File: src/design/crc8pf_pkg.sv
// Shared types, constants and the CRC-8 byte update for the packet framer.
`default_nettype none

package crc8pf_pkg;

    localparam logic [7:0] CRC_POLY    = 8'h07;
    localparam logic [7:0] PREAMBLE_HI = 8'hAA;
    localparam logic [7:0] PREAMBLE_LO = 8'h55;

    typedef struct packed {
        logic       start_packet;
        logic [7:0] packet_type;
        logic [7:0] packet_length;
        logic [7:0] payload_byte;
    } t_in;

    typedef struct packed {
        logic [7:0] out_byte;
        logic       run_last;
        logic       packet_end;
    } t_out;

    // One classified request, handed from front to back.
    typedef struct packed {
        logic       is_start;
        logic [7:0] ptype;
        logic [7:0] plen;
        logic [7:0] data;
        logic       has_data;
        logic       has_crc;
        logic [7:0] crc;
    } t_cmd;

    typedef enum logic [2:0] {
        SL_IDLE,
        SL_PRE_HI,
        SL_PRE_LO,
        SL_TYPE,
        SL_LEN,
        SL_DATA,
        SL_CRC
    } t_slot;

    function automatic logic [7:0] crc_feed(input logic [7:0] c, input logic [7:0] v);
        logic [7:0] x;
        x = c ^ v;
        for (int i = 0; i < 8; i++) begin
            x = {x[6:0], 1'b0} ^ (x[7] ? CRC_POLY : 8'h00);
        end
        return x;
    endfunction

endpackage

`default_nettype wire

File: src/design/crc8pf_front.sv
// Front end: accepts input requests, tracks packet state and CRC, classifies.
`default_nettype none

module crc8pf_front
    import crc8pf_pkg::*;
(
    input  wire logic i_clk,
    input  wire logic i_rst_n,
    input  wire logic i_in_valid,
    output logic      o_in_stall,
    input  wire t_in  i_in,
    input  wire logic i_q_full,
    output logic      o_push,
    output t_cmd      o_cmd
);

    logic [7:0] r_crc, n_crc;
    logic [7:0] r_remaining, n_remaining;
    logic       r_open, n_open;
    logic       accept;
    logic [7:0] crc_hdr;
    logic [7:0] crc_base;
    logic [7:0] crc_data;
    logic [7:0] rem_base;
    logic [7:0] rem_next;

    assign o_in_stall = i_q_full;
    assign accept     = i_in_valid && !i_q_full;

    always_comb begin
        crc_hdr  = crc_feed(crc_feed(8'h00, i_in.packet_type), i_in.packet_length);
        crc_base = i_in.start_packet ? crc_hdr : r_crc;
        rem_base = i_in.start_packet ? i_in.packet_length : r_remaining;
        crc_data = crc_feed(crc_base, i_in.payload_byte);
        rem_next = rem_base - 8'd1;

        n_crc       = r_crc;
        n_remaining = r_remaining;
        n_open      = r_open;
        o_push      = 1'b0;

        o_cmd.is_start = i_in.start_packet;
        o_cmd.ptype    = i_in.packet_type;
        o_cmd.plen     = i_in.packet_length;
        o_cmd.data     = i_in.payload_byte;
        o_cmd.has_data = 1'b1;
        o_cmd.has_crc  = (rem_next == 8'd0);
        o_cmd.crc      = crc_data;

        if (accept) begin
            if (i_in.start_packet && i_in.packet_length == 8'd0) begin
                // zero length: header and CRC only
                o_push         = 1'b1;
                o_cmd.has_data = 1'b0;
                o_cmd.has_crc  = 1'b1;
                o_cmd.crc      = crc_hdr;
                n_crc          = crc_hdr;
                n_remaining    = 8'd0;
                n_open         = 1'b0;
            end else if (i_in.start_packet || r_open) begin
                o_push      = 1'b1;
                n_crc       = crc_data;
                n_remaining = rem_next;
                n_open      = (rem_next != 8'd0);
            end
        end
    end

    always_ff @(posedge i_clk) begin
        if (!i_rst_n) begin
            r_crc       <= 8'h00;
            r_remaining <= 8'h00;
            r_open      <= 1'b0;
        end else begin
            r_crc       <= n_crc;
            r_remaining <= n_remaining;
            r_open      <= n_open;
        end
    end

    a_closed_empty: assert property (@(posedge i_clk) disable iff (!i_rst_n)
        !r_open |-> (r_remaining == 8'd0))
        else $error("packet closed with bytes remaining");

    a_drop_no_push: assert property (@(posedge i_clk) disable iff (!i_rst_n)
        (accept && !i_in.start_packet && !r_open) |-> !o_push)
        else $error("stray byte pushed with no packet open");

endmodule

`default_nettype wire

File: src/design/crc8pf_queue.sv
// Short request queue between front and back.
`default_nettype none

module crc8pf_queue
    import crc8pf_pkg::*;
#(
    parameter int unsigned QUEUE_DEPTH = 2
) (
    input  wire logic i_clk,
    input  wire logic i_rst_n,
    input  wire logic i_push,
    input  wire t_cmd i_cmd,
    output logic      o_full,
    output logic      o_valid,
    input  wire logic i_pop,
    output t_cmd      o_cmd
);

    localparam int unsigned PW = $clog2(QUEUE_DEPTH);
    localparam int unsigned CW = $clog2(QUEUE_DEPTH + 1);

    t_cmd            r_mem [QUEUE_DEPTH];
    logic [PW-1:0]   r_wr_ptr, n_wr_ptr;
    logic [PW-1:0]   r_rd_ptr, n_rd_ptr;
    logic [CW-1:0]   r_count, n_count;
    logic            do_push;
    logic            do_pop;

    assign o_full  = (r_count == CW'(QUEUE_DEPTH));
    assign o_valid = (r_count != '0);
    assign o_cmd   = r_mem[r_rd_ptr];
    assign do_push = i_push && !o_full;
    assign do_pop  = i_pop && o_valid;

    always_comb begin
        n_wr_ptr = r_wr_ptr;
        n_rd_ptr = r_rd_ptr;
        n_count  = r_count;
        if (do_push) begin
            n_wr_ptr = (r_wr_ptr == PW'(QUEUE_DEPTH - 1)) ? '0 : r_wr_ptr + PW'(1);
        end
        if (do_pop) begin
            n_rd_ptr = (r_rd_ptr == PW'(QUEUE_DEPTH - 1)) ? '0 : r_rd_ptr + PW'(1);
        end
        if (do_push && !do_pop) begin
            n_count = r_count + CW'(1);
        end else if (do_pop && !do_push) begin
            n_count = r_count - CW'(1);
        end
    end

    always_ff @(posedge i_clk) begin
        if (!i_rst_n) begin
            r_wr_ptr <= '0;
            r_rd_ptr <= '0;
            r_count  <= '0;
        end else begin
            r_wr_ptr <= n_wr_ptr;
            r_rd_ptr <= n_rd_ptr;
            r_count  <= n_count;
        end
    end

    always_ff @(posedge i_clk) begin
        if (do_push) begin
            r_mem[r_wr_ptr] <= i_cmd;
        end
    end

    a_no_overflow: assert property (@(posedge i_clk) disable iff (!i_rst_n)
        !(i_push && o_full))
        else $error("push into full queue");

endmodule

`default_nettype wire

File: src/design/crc8pf_back.sv
// Back end: expands each request into framed bytes into the output register.
`default_nettype none

module crc8pf_back
    import crc8pf_pkg::*;
(
    input  wire logic i_clk,
    input  wire logic i_rst_n,
    input  wire logic i_q_valid,
    input  wire t_cmd i_cmd,
    output logic      o_pop,
    output logic      o_out_valid,
    input  wire logic i_out_stall,
    output t_out      o_out
);

    t_slot r_slot, n_slot;
    t_slot cur;
    t_slot nxt;
    logic  load;
    logic  last;
    t_out  n_out;
    t_out  r_out;
    logic  r_out_valid;

    assign load        = i_q_valid && (!r_out_valid || !i_out_stall);
    assign o_out_valid = r_out_valid;
    assign o_out       = r_out;

    always_comb begin
        if (r_slot == SL_IDLE) begin
            cur = i_cmd.is_start ? SL_PRE_HI : SL_DATA;
        end else begin
            cur = r_slot;
        end

        n_out.out_byte   = 8'h00;
        n_out.packet_end = 1'b0;
        last             = 1'b0;
        nxt              = SL_IDLE;

        unique case (cur)
            SL_PRE_HI: begin
                n_out.out_byte = PREAMBLE_HI;
                nxt            = SL_PRE_LO;
            end
            SL_PRE_LO: begin
                n_out.out_byte = PREAMBLE_LO;
                nxt            = SL_TYPE;
            end
            SL_TYPE: begin
                n_out.out_byte = i_cmd.ptype;
                nxt            = SL_LEN;
            end
            SL_LEN: begin
                n_out.out_byte = i_cmd.plen;
                nxt            = i_cmd.has_data ? SL_DATA : SL_CRC;
            end
            SL_DATA: begin
                n_out.out_byte = i_cmd.data;
                last           = !i_cmd.has_crc;
                nxt            = i_cmd.has_crc ? SL_CRC : SL_IDLE;
            end
            SL_CRC: begin
                n_out.out_byte   = i_cmd.crc;
                n_out.packet_end = 1'b1;
                last             = 1'b1;
            end
            default: begin
                last = 1'b1;
            end
        endcase

        n_out.run_last = last;
        o_pop          = load && last;
        n_slot         = r_slot;
        if (load) begin
            n_slot = last ? SL_IDLE : nxt;
        end
    end

    always_ff @(posedge i_clk) begin
        if (!i_rst_n) begin
            r_slot      <= SL_IDLE;
            r_out_valid <= 1'b0;
        end else begin
            r_slot <= n_slot;
            if (load) begin
                r_out_valid <= 1'b1;
            end else if (!i_out_stall) begin
                r_out_valid <= 1'b0;
            end
        end
    end

    always_ff @(posedge i_clk) begin
        if (load) begin
            r_out <= n_out;
        end
    end

    a_mid_has_head: assert property (@(posedge i_clk) disable iff (!i_rst_n)
        (r_slot != SL_IDLE) |-> i_q_valid)
        else $error("request sequence running without queue head");

    a_pop_marks_last: assert property (@(posedge i_clk) disable iff (!i_rst_n)
        o_pop |=> (r_out_valid && r_out.run_last))
        else $error("request retired without a last byte");

    a_end_is_last: assert property (@(posedge i_clk) disable iff (!i_rst_n)
        (load && n_out.packet_end) |-> o_pop)
        else $error("CRC byte did not retire its request");

endmodule

`default_nettype wire

File: src/design/crc8_packet_framer_core.sv
// Top level of the CRC-8 packet framer: front end, request queue, back end.
//
//   channel | dir | handshake                 | payload
//   --------+-----+---------------------------+---------------------------
//   in      | in  | i_in_valid / o_in_stall   | i_in  (t_in)
//   out     | out | o_out_valid / i_out_stall | o_out (t_out)
//
// One output byte per cycle from the back end's byte sequencer while a request is
// queued and the output is not stalled. A mid-packet byte gives data, plus CRC if
// it closes the packet. A first byte gives preamble, type, length, data, plus CRC
// if length is 1; zero-length: preamble, type, length, CRC; strays are dropped.
// The input is stalled only when the request queue is full.
// Synchronous active-low reset clears packet state, queue and output valid.
`default_nettype none

module crc8_packet_framer_core
    import crc8pf_pkg::*;
#(
    parameter int unsigned QUEUE_DEPTH = 2
) (
    input  wire logic i_clk,
    input  wire logic i_rst_n,
    input  wire logic i_in_valid,
    output logic      o_in_stall,
    input  wire t_in  i_in,
    output logic      o_out_valid,
    input  wire logic i_out_stall,
    output t_out      o_out
);

    logic q_full;
    logic q_push;
    logic q_valid;
    logic q_pop;
    t_cmd f_cmd;
    t_cmd q_cmd;

    crc8pf_front u_front (
        .i_clk      (i_clk),
        .i_rst_n    (i_rst_n),
        .i_in_valid (i_in_valid),
        .o_in_stall (o_in_stall),
        .i_in       (i_in),
        .i_q_full   (q_full),
        .o_push     (q_push),
        .o_cmd      (f_cmd)
    );

    crc8pf_queue #(
        .QUEUE_DEPTH (QUEUE_DEPTH)
    ) u_queue (
        .i_clk   (i_clk),
        .i_rst_n (i_rst_n),
        .i_push  (q_push),
        .i_cmd   (f_cmd),
        .o_full  (q_full),
        .o_valid (q_valid),
        .i_pop   (q_pop),
        .o_cmd   (q_cmd)
    );

    crc8pf_back u_back (
        .i_clk       (i_clk),
        .i_rst_n     (i_rst_n),
        .i_q_valid   (q_valid),
        .i_cmd       (q_cmd),
        .o_pop       (q_pop),
        .o_out_valid (o_out_valid),
        .i_out_stall (i_out_stall),
        .o_out       (o_out)
    );

endmodule

`default_nettype wire
File: config.mk
export PLATFORM = sky130hd
export DESIGN_NAME = crc8_packet_framer_core
export DESIGN_NICKNAME = d
export VERILOG_FILES = /design/src/design/crc8pf_pkg.sv /design/src/design/crc8pf_front.sv /design/src/design/crc8pf_queue.sv /design/src/design/crc8pf_back.sv /design/src/design/crc8_packet_framer_core.sv
export SDC_FILE = /design/constraint.sdc
export NUM_CORES = 1
export LEC_CHECK = 0
export BUFFER_PORTS_ARGS = -buffer_cell sky130_fd_sc_hd__buf_2
export CAP_MARGIN = 20
export CORE_MARGIN = 2
export CORE_UTILIZATION = 60
export CTS_BUF_LIST = sky130_fd_sc_hd__clkbuf_8
export DETAILED_ROUTE_END_ITERATION = 12
export PLACE_DENSITY = 0.84
export RECOVER_POWER = 50
export SLEW_MARGIN = 0
export SYNTH_ARGS = -nofsm -noshare
export SYNTH_HDL_FRONTEND = slang
export SYNTH_HIERARCHICAL = 1
export SYNTH_SLANG_ARGS = --single-unit
File: constraint.sdc
create_clock -name i_clk -period 8.9 [get_ports i_clk]
set_input_delay 0.445 -clock i_clk [delete_from_list [all_inputs] [get_ports i_clk]]
set_output_delay 0.445 -clock i_clk [all_outputs]
set_load 0.01 [all_outputs]
==> results of run 1 <==
how the worst max path moves through the flow:
stage / endpoint / cells after the start
finish: u_queue/r_count[1]$_SDFFE_PN0P_ / 10
global route: u_queue/r_count[1]$_SDFFE_PN0P_ / 10
CTS: u_queue/r_count[1]$_SDFFE_PN0P_ / 10
detailed placement: u_queue/r_mem[0][5]$_DFFE_PP_ / 9
global placement: u_queue/r_mem[0][4]$_DFFE_PP_ / 9
floorplan: u_queue/r_mem[0][0]$_DFFE_PP_ / 7
routing by layer:
| metal | GRT usage (%) | vias to the layer above | part of all wire (%) | wire, um |
|---|---|---|---|---|
| met3 | 3.97 | 12 | 4.7 | 555 |
| met5 | 0 | - | 0 | 0 |
| met1 | 34.8 | 1790 | 44 | 5250 |
| met4 | 6.36 | 0 | 1.2 | 140 |
| met2 | 38.7 | 122 | 50 | 5960 |
| li1 | - | 1716 | - | - |
cells by family (layout without fill, tap and decap cells):
logic type | count (synthesis) | in the layout | share of synthesized area (%)
simple gates | 107 | 107 | 9.57
flops | 106 | 106 | 50.6
compound gates | 86 | 86 | 9.29
xor+xnor | 61 | 61 | 12.7
buf+inv | 61 | 71 | 6.58
fa+ha+maj | 3 | 3 | 0.650
mux | 56 | 56 | 10.6
synth_stat cells (10+ instances only):
cell type   n  area, um2
xnor2_1    27        236
nand2_1    24       90.1
dfxtp_1    26        521
edfxtp_1   80       2400
nor2b_1    12       75.1
mux2i_1    17        170
nor2_1     26       97.6
o21ai_0    18       90.1
buf_4      33        248
xor2_1     17        149
o21ai_1    10       50.1
mux2_2     38        428
a21oi_1    26        130
state kept, by name (all words and copies together), names as in the netlist, named ones only:
| name | count |
|---|---|
| u_front/r_open | 1 |
| u_queue/r_wr_ptr | 1 |
| u_queue/r_mem | 70 |
| u_front/r_remaining | 8 |
| u_back/o_out_valid | 1 |
| u_front/r_crc | 8 |
| u_queue/r_count | 2 |
| u_back/r_slot | 3 |
| u_queue/r_rd_ptr | 1 |
| u_back/o_out | 10 |
stage by stage:
step,setup WS (ns),std cells
floorplan,5.30,480
global route,4.62,619
finish,4.92,619
detailed placement,5.73,603
CTS,6.09,619
global placement,5.74,603
critical path, stage by stage, from the launching register on:
cell and delay [ns]:
dfxtp_1 0.32, clkbuf_1 1.47, mux2_1 0.50, nor2b_1 0.19, o21ai_0 0.12, a21oi_1 0.27, o21ai_0 0.19, ha_1 0.26
xor2_1 0.16, or3_1 0.31, a21boi_1 0.13
power by group:
group	internal, W	switching (W)	leakage [nW]
Clock	0.000134	0.000167	0.107
Sequential	0.000657	0.0000463	0.947
Combinational	0.000241	0.000311	1.03
Total	0.00103	0.000525	2.09
area by class of cell:
class / instances / area (um2)
Clock buffer: 9 / 124
Clock inverter: 7 / 80.1
Fill cell: 742 / 3300
Inverter: 11 / 41.3
Multi-Input combinational cell: 313 / 2480
Sequential cell: 106 / 2920
Tap cell: 129 / 161
Timing Repair Buffer: 44 / 178
==> impl_metrics.toml, run 1 <==
[grt]
grt_pass1_wl_um = 18700
grt_pass1_vias = 3412
grt_overflow = 0
gr-usage-all-layers_pct = 24.2
grt_max_degree = 42
antenna_found_initial = 0

[setup_path]
r2r_end = "u_queue/r_count[1]$_SDFFE_PN0P_"
end_kind = "flip-flop"
r2r_setup_slack_ns = 4.92
cp_max_fo = 35
worstSetupPathType = "flip-flop to flip-flop"
worstSetupStartpointType = "flip-flop"
crit_required_ns = 9.19
rr_worst_depth = 10
cp_data_arrival_time_ns = 4.27

[power]
cellPowerDensity_mw_per_mm2 = 260
power.leakage_nw = 2.09
p_total_w = 0.00156
ir_drop_uv = 107

[flow_run]
drv_cap = 2

[synth]
ys.flop_type = "edfxtp_1"
synth-seq-cells = 106
ys_seq_area_share_pct = 50.6
yosys_warnings = 6
ys_types = 55
syn-instance-count = 480
synth_edf_count = 80
async_flop_share_pct = 0
netlist_area_mm2 = 0.00578
synth.net_count = 512
synth_area_per_cell_um2 = 12.0

[die]
die-height_um = 102
core_area_mm2 = 0.00928
io_pins = 41
start_util_pct = 62.2
rows = 35
fp.dieW_um = 102
die-area_mm2 = 0.0104

[sta]
clock_skew_ns = 0.0142
worst_pin_slew_ns = 2.08
fmax_mhz = 251
rsz0062_at_grt = "no"
fin_hold_ws_ns = 0.355
tns_ns = 0
fin_crit_ns = 3.98
slew_violations = 78
post-route-period-util_pct = 44.7
finalHoldViolCount = 0
setup_viol_count_final = 0
max_slew_margin_pct = -38.3

[outcome]
status = "complete, but fails checks"
violations = "capacitance limit, slew limit"

[drt]
firstDrtPassIters = 5
vias_per_cell = 5.88
wl_per_cell_um = 19.2
drcViolationCount = 0
wl_um = 11900
vias = 3640
drtAntennaViolNets = 0
drt_iter0_markers = 342

[final_layout]
diodes = 0
drive_above_1_share_pct = 13.9
final_cell_mix = "edfxtp_1 (80), clkbuf_1 (38), mux2_2 (33)"
final_common_cell = "edfxtp_1"
fin_area_mm2 = 0.00599
fin_nets = 517
synthToLayoutAreaGrowth_pct = 3.64
final_core_util_pct = 64.5

[placement]
io_buffers = 40
placed_area_mm2 = 0.00584
detailed_place_hpwl_um = 8400
place_congestion = 0.928

[clocking]
clk_path_buf_depth = 2
post_cts_buffers = 0
clockRootBuffer = "clkbuf_8"
htreeDepth = 3
cts.repair.resized = 0
clk_pin_slew_ns = 0.09
insertion_delay_ns = 0.36
cts_tree = "built"
postCtsHoldBufs = 0
cts_buffers = 9
clock-sinks = 106

[min_path]
hold_depth = 1
hold_end = "u_queue/r_mem[1][17]$_DFFE_PP_"
min_path_type = "input port to flip-flop"
min_from = "i_in[7]"
(Power assumes the default switching activity.)
==> inputs of run 2 (changes only) <==
--- a/config.mk
+++ b/config.mk
@@ -8,7 +8,7 @@
 export BUFFER_PORTS_ARGS = -buffer_cell sky130_fd_sc_hd__buf_2
 export CAP_MARGIN = 20
 export CORE_MARGIN = 2
-export CORE_UTILIZATION = 60
+export CORE_UTILIZATION = 57
 export CTS_BUF_LIST = sky130_fd_sc_hd__clkbuf_8
 export DETAILED_ROUTE_END_ITERATION = 12
 export PLACE_DENSITY = 0.84
==> constraint.sdc (replaced) <==
create_clock -name i_clk -period 3.4 [get_ports i_clk]
set_input_delay 0.17 -clock i_clk [delete_from_list [all_inputs] [get_ports i_clk]]
set_output_delay 0.17 -clock i_clk [all_outputs]
set_load 0.01 [all_outputs]
==> impl_metrics.toml, run 2 (same netlist as run 1, synthesis figures left out) <==
[outcome]
status = "finished, final reports clean"

[power]
combPwrFrac_pct = 35.3
internal_power_w = 0.00285
p_sw_share_pct = 32.4
ir_drop_uv = 294
seq_power_share_pct = 42.8
p_sw_w = 0.00136
power.leakage_nw = 2.13
cellPowerDensity_mw_per_mm2 = 694
clockPowerShare_pct = 21.8

[sta]
fmax_mhz = 376
slew_violations = 0
finalHoldViolCount = 0
worst_pin_slew_ns = 0.975
setup_viol_count_final = 0
tns_ns = 0
fin_crit_ns = 2.66
fin_hold_ws_ns = 0.0794
max_slew_margin_pct = 35.0
post-route-period-util_pct = 78.2
clock_skew_ns = 0.0116
rsz0062_at_grt = "no"

[clocking]
post_cts_buffers = 0
cts.repair.resized = 0
cts_tree = "built"
clk_pin_slew_ns = 0.10
clock-sinks = 106
insertion_delay_ns = 0.37
htreeDepth = 3
cts_buffers = 9
clk_path_buf_depth = 2
clockRootBuffer = "clkbuf_8"
postCtsHoldBufs = 0

[grt]
grt_pass1_vias = 3609
antenna_found_initial = 0
grt_pass1_wl_um = 19100
grt_max_degree = 37
grt_overflow = 0
gr-usage-all-layers_pct = 22.8

[die]
die-area_mm2 = 0.0110
die-height_um = 105
start_util_pct = 58.8
core_area_mm2 = 0.00982
rows = 36
io_pins = 41
fp.dieW_um = 105

[setup_path]
r2r_setup_slack_ns = 0.77
rr_worst_depth = 8
r2r_start = "u_queue/r_count[0]$_SDFFE_PN0P_"
crit_required_ns = 3.51
crit_path_start = "i_in[15]"
worst-path-buf-inv = 1
worstSetupStartpointType = "input port"
r2r_end = "u_queue/r_mem[1][21]$_DFFE_PP_"
worstSetupPathType = "input port to flip-flop"
crit_chain = "clkbuf_1 -> xor2_1 -> xnor3_1 -> xnor3_2 -> mux2i_2 -> xor2_2 -> xnor2_2 -> xnor2_1 -> mux2i_1"
cp_top_family = "XOR/XNOR gates"
end_kind = "flip-flop"
cp_max_fo = 6
crit_path_max_incr_delay_ns = 0.55
cp_slowest_cell = "xnor3_1"
cp_data_arrival_time_ns = 2.77

[drt]
vias_per_cell = 5.88
vias = 3700
wl_per_cell_um = 19.2
drt_iter0_markers = 244
drcViolationCount = 0
firstDrtPassIters = 5
wl_um = 12100
drtAntennaViolNets = 0

[final_layout]
final_cell_mix = "edfxtp_1 (80), clkbuf_1 (38), mux2_2 (30)"
fin_area_mm2 = 0.00607
largest_reg_flops = 70
drive_above_1_share_pct = 14.5
fill_cells = 790
regMostFlops = "u_queue/r_mem"
synthToLayoutAreaGrowth_pct = 5.07
final_core_util_pct = 61.8
diodes = 0
final_common_cell = "edfxtp_1"
fin_nets = 523

[placement]
detailed_place_hpwl_um = 8400
placed_area_mm2 = 0.00589
io_buffers = 40
place_congestion = 0.916

[min_path]
min_from = "i_out_stall"
hold_depth = 3
min_path_type = "input port to flip-flop"
hold_end = "u_back/o_out_valid$_SDFFE_PN0P_"

[flow_run]
drv_cap = 0
run 2: per-layer routing:
metal,wire length (um),track usage (%)
met5,0,0
met4,353,11.0
met3,715,3.56
met2,5830,36.2
met1,5190,30.6
run 2: worst reg2reg max path, cell delays in order, from the launching register on:
cell and delay, ns:
dfxtp_1 0.42, nand2b_1 0.18, inv_1 0.11, nor2b_1 0.11
clkbuf_1 0.24, o21ai_0 0.16, inv_1 0.12, and3_1 0.15
clkbuf_2 0.73
run 2: worst max-delay path by stage:
stage	slack, ns	cells after the start	end
floorplan	0.06	8	u_queue/r_mem[0][0]$_DFFE_PP_
detailed placement	0.49	9	u_queue/r_mem[0][4]$_DFFE_PP_
global route	0.53	8	u_queue/r_mem[1][29]$_DFFE_PP_
finish	0.74	9	u_queue/r_mem[0][4]$_DFFE_PP_
CTS	0.90	9	u_queue/r_mem[1][4]$_DFFE_PP_
global placement	0.61	9	u_queue/r_mem[1][3]$_DFFE_PP_
run 2: power by group through the flow:
stage	Combinational [W]	Sequential [W]	Clock, W
2_1_floorplan	0.00116	0.00184	0
3_3_place_gp	0.00143	0.00182	0
3_5_place_dp	0.00148	0.00183	0
4_1_cts	0.00150	0.00180	0.000932
5_1_grt	0.00161	0.00183	0.000973
6_report	0.00149	0.00180	0.000920
run 2: layout make-up:
type / instances / area, um2 / area share [%]
Sequential cell: 106 / 2920 / 48.1
Timing Repair Buffer: 50 / 220 / 3.63
Inverter: 11 / 41.3 / 0.680
Clock inverter: 7 / 115 / 1.90
Tap cell: 133 / 166 / 2.74
Multi-Input combinational cell: 313 / 2480 / 40.9
Clock buffer: 9 / 124 / 2.04
run 2: per-stage QoR:
step	instances	setup slack (ns)	power [W]
finish	629	0.740	0.00421
global route	629	0.531	0.00440
CTS	629	0.899	0.00423
detailed placement	613	0.488	0.00331
global placement	613	0.614	0.00325
floorplan	480	0.0581	0.00300
==> inputs of run 3 (changes only) <==
==> constraint.sdc (replaced) <==
create_clock -name i_clk -period 2.3 [get_ports i_clk]
set_input_delay 0.115 -clock i_clk [delete_from_list [all_inputs] [get_ports i_clk]]
set_output_delay 0.115 -clock i_clk [all_outputs]
set_load 0.01 [all_outputs]
==> impl_metrics.toml, run 3 (same netlist as run 1, synthesis figures left out) <==
[die]
core_area_mm2 = 0.00982
fp.dieW_um = 105
rows = 36
io_pins = 41
start_util_pct = 58.8
die-height_um = 105
die-area_mm2 = 0.0110

[power]
clockPowerShare_pct = 18.7
combPwrFrac_pct = 40.5
p_sw_share_pct = 32.2
power.leakage_nw = 2.51
cellPowerDensity_mw_per_mm2 = 987
internal_power_w = 0.00443
p_total_w = 0.00653
ir_drop_uv = 392
p_sw_w = 0.00210
seq_power_share_pct = 40.7

[setup_path]
cp_max_fo = 3
cp_slowest_cell = "xnor3_1"
rr_worst_depth = 10
end_kind = "flip-flop"
worstSetupPathType = "input port to flip-flop"
crit_chain = "buf_2 -> xnor3_1 -> xor2_2 -> buf_4 -> xnor3_2 -> mux2i_2 -> xor2_2 -> xnor2_2 -> xnor2_1 -> mux2i_1"
cp_top_family = "XOR/XNOR gates"
worst-path-buf-inv = 2
r2r_end = "u_queue/r_count[1]$_SDFFE_PN0P_"
r2r_setup_slack_ns = 0.08
crit_path_max_incr_delay_ns = 0.41
worstSetupStartpointType = "input port"
cp_common_cell = "xor2_2"
crit_required_ns = 2.42
crit_path_start = "i_in[8]"
cp_data_arrival_time_ns = 2.37

[sta]
rsz0062_at_grt = "yes"
slew_violations = 0
finalHoldViolCount = 0
fin_crit_ns = 2.26
clock_skew_ns = 0.0117
fmax_mhz = 443
setup_viol_count_final = 0
max_slew_margin_pct = 65.3
worst_pin_slew_ns = 0.519
post-route-period-util_pct = 98.2
fin_hold_ws_ns = 0.0380

[final_layout]
diodes = 0
final_cell_mix = "edfxtp_1 (80), buf_4 (58), buf_2 (39)"
final_common_cell = "edfxtp_1"
largest_reg_flops = 70
regMostFlops = "u_queue/r_mem"
fill_cells = 714
multi_input_area_mm2 = 0.00256
fin_nets = 577
seqCellArea_mm2 = 0.00293
synthToLayoutAreaGrowth_pct = 14.6
drive_above_1_share_pct = 33.5

[min_path]
hold_end = "u_queue/r_mem[1][13]$_DFFE_PP_"
min_path_type = "input port to flip-flop"
hold_depth = 1
min_from = "i_in[3]"

[clocking]
htreeDepth = 3
clk_pin_slew_ns = 0.10
clk_path_buf_depth = 2
cts_tree = "built"
clock-sinks = 106
clockRootBuffer = "clkbuf_8"
insertion_delay_ns = 0.37
cts_buffers = 9

[grt]
gr-usage-all-layers_pct = 24.0
grt_pass1_vias = 3836
grt_overflow = 0
grtUsageMet3_pct = 4.43
grt_max_degree = 36
busiest_layer = "met2"
use_met1_pct = 30.6
grt_pass1_wl_um = 20000
use_met2_pct = 41.4
antenna_found_initial = 0

[drt]
drtAntennaViolNets = 0
wl_um = 12700
firstDrtPassIters = 5
vias_per_cell = 5.71
drcViolationCount = 0
drt_iter0_markers = 293
wl_per_cell_um = 18.7
vias = 3892

[placement]
detailed_place_hpwl_um = 9100
place_congestion = 0.899
io_buffers = 40

[outcome]
status = "finished, final reports clean"

[flow_run]
drv_cap = 0
[run 3: how the worst max path moves through the flow]
stage	cells past startpoint	end	slack, ns
final	10	u_queue/r_mem[0][4]$_DFFE_PP_	0.04
after floorplan	8	u_queue/r_mem[0][0]$_DFFE_PP_	-0.03
after CTS	9	u_queue/r_count[1]$_SDFFE_PN0P_	0.01
after global placement	9	u_queue/r_mem[0][2]$_DFFE_PP_	-0.30
after global routing	10	u_queue/r_count[1]$_SDFFE_PN0P_	-0.03
after detailed placement	9	u_queue/r_mem[0][2]$_DFFE_PP_	-0.36
[run 3: final cells by class]
| cell class | count | share of cell area [%] |
|---|---|---|
| flip-flops and latches | 106 | 44.2 |
| clock buffers | 9 | 1.87 |
| multi-input cells | 313 | 38.7 |
| clock inverters | 6 | 1.25 |
| inverters | 11 | 0.699 |
| repair buffers | 104 | 10.8 |
| well taps | 133 | 2.51 |
[run 3: power by group through the flow]
stage	Combinational, W	Sequential, W	Clock [W]
after detailed placement	0.00253	0.00270	0
after global placement	0.00245	0.00268	0
after global routing	0.00284	0.00269	0.00131
after CTS	0.00256	0.00266	0.00123
final	0.00265	0.00266	0.00122
after floorplan	0.00174	0.00272	0
[run 3: worst register-to-register path: stages (launching register included)]
cell      delay [ns]
dfxtp_2         0.38
buf_4           0.13
mux2_4          0.32
nor2_4          0.10
nand2_1         0.10
a21oi_2         0.21
o21ai_1         0.12
ha_1            0.22
xor2_1          0.15
or3_1           0.31
a21boi_1        0.14
[run 3: timing repair]
action	in CTS	in global routing
hold buffers	4	0
endpoints found under the setup margin	4	8
buffers inserted	1	3
endpoints found under the hold margin	8	0
pin swaps	0	7
resized for setup	2	11
[run 3: stage by stage]
step / util, % / worst slack [ns] / instance area (um2) / TNS (ns) / std cells
floorplan: - / -0.0272 / 5840 / -0.989 / 480
global placement: 64.1 / -0.304 / 6290 / -2.72 / 659
detailed placement: 64.1 / -0.363 / 6290 / -4.51 / 659
CTS: 66.7 / 0.0102 / 6550 / 0 / 679
global route: 67.4 / -0.0320 / 6620 / -0.130 / 682
finish: 67.4 / 0.0422 / 6620 / 0 / 682
[run 3: per-layer routing]
| metal | vias to the layer above | share of wire, % |
|---|---|---|
| met4 | 0 | 2.5 |
| met1 | 1904 | 41 |
| li1 | 1833 | - |
| met2 | 129 | 51 |
| met5 | - | 0 |
| met3 | 26 | 5.5 |
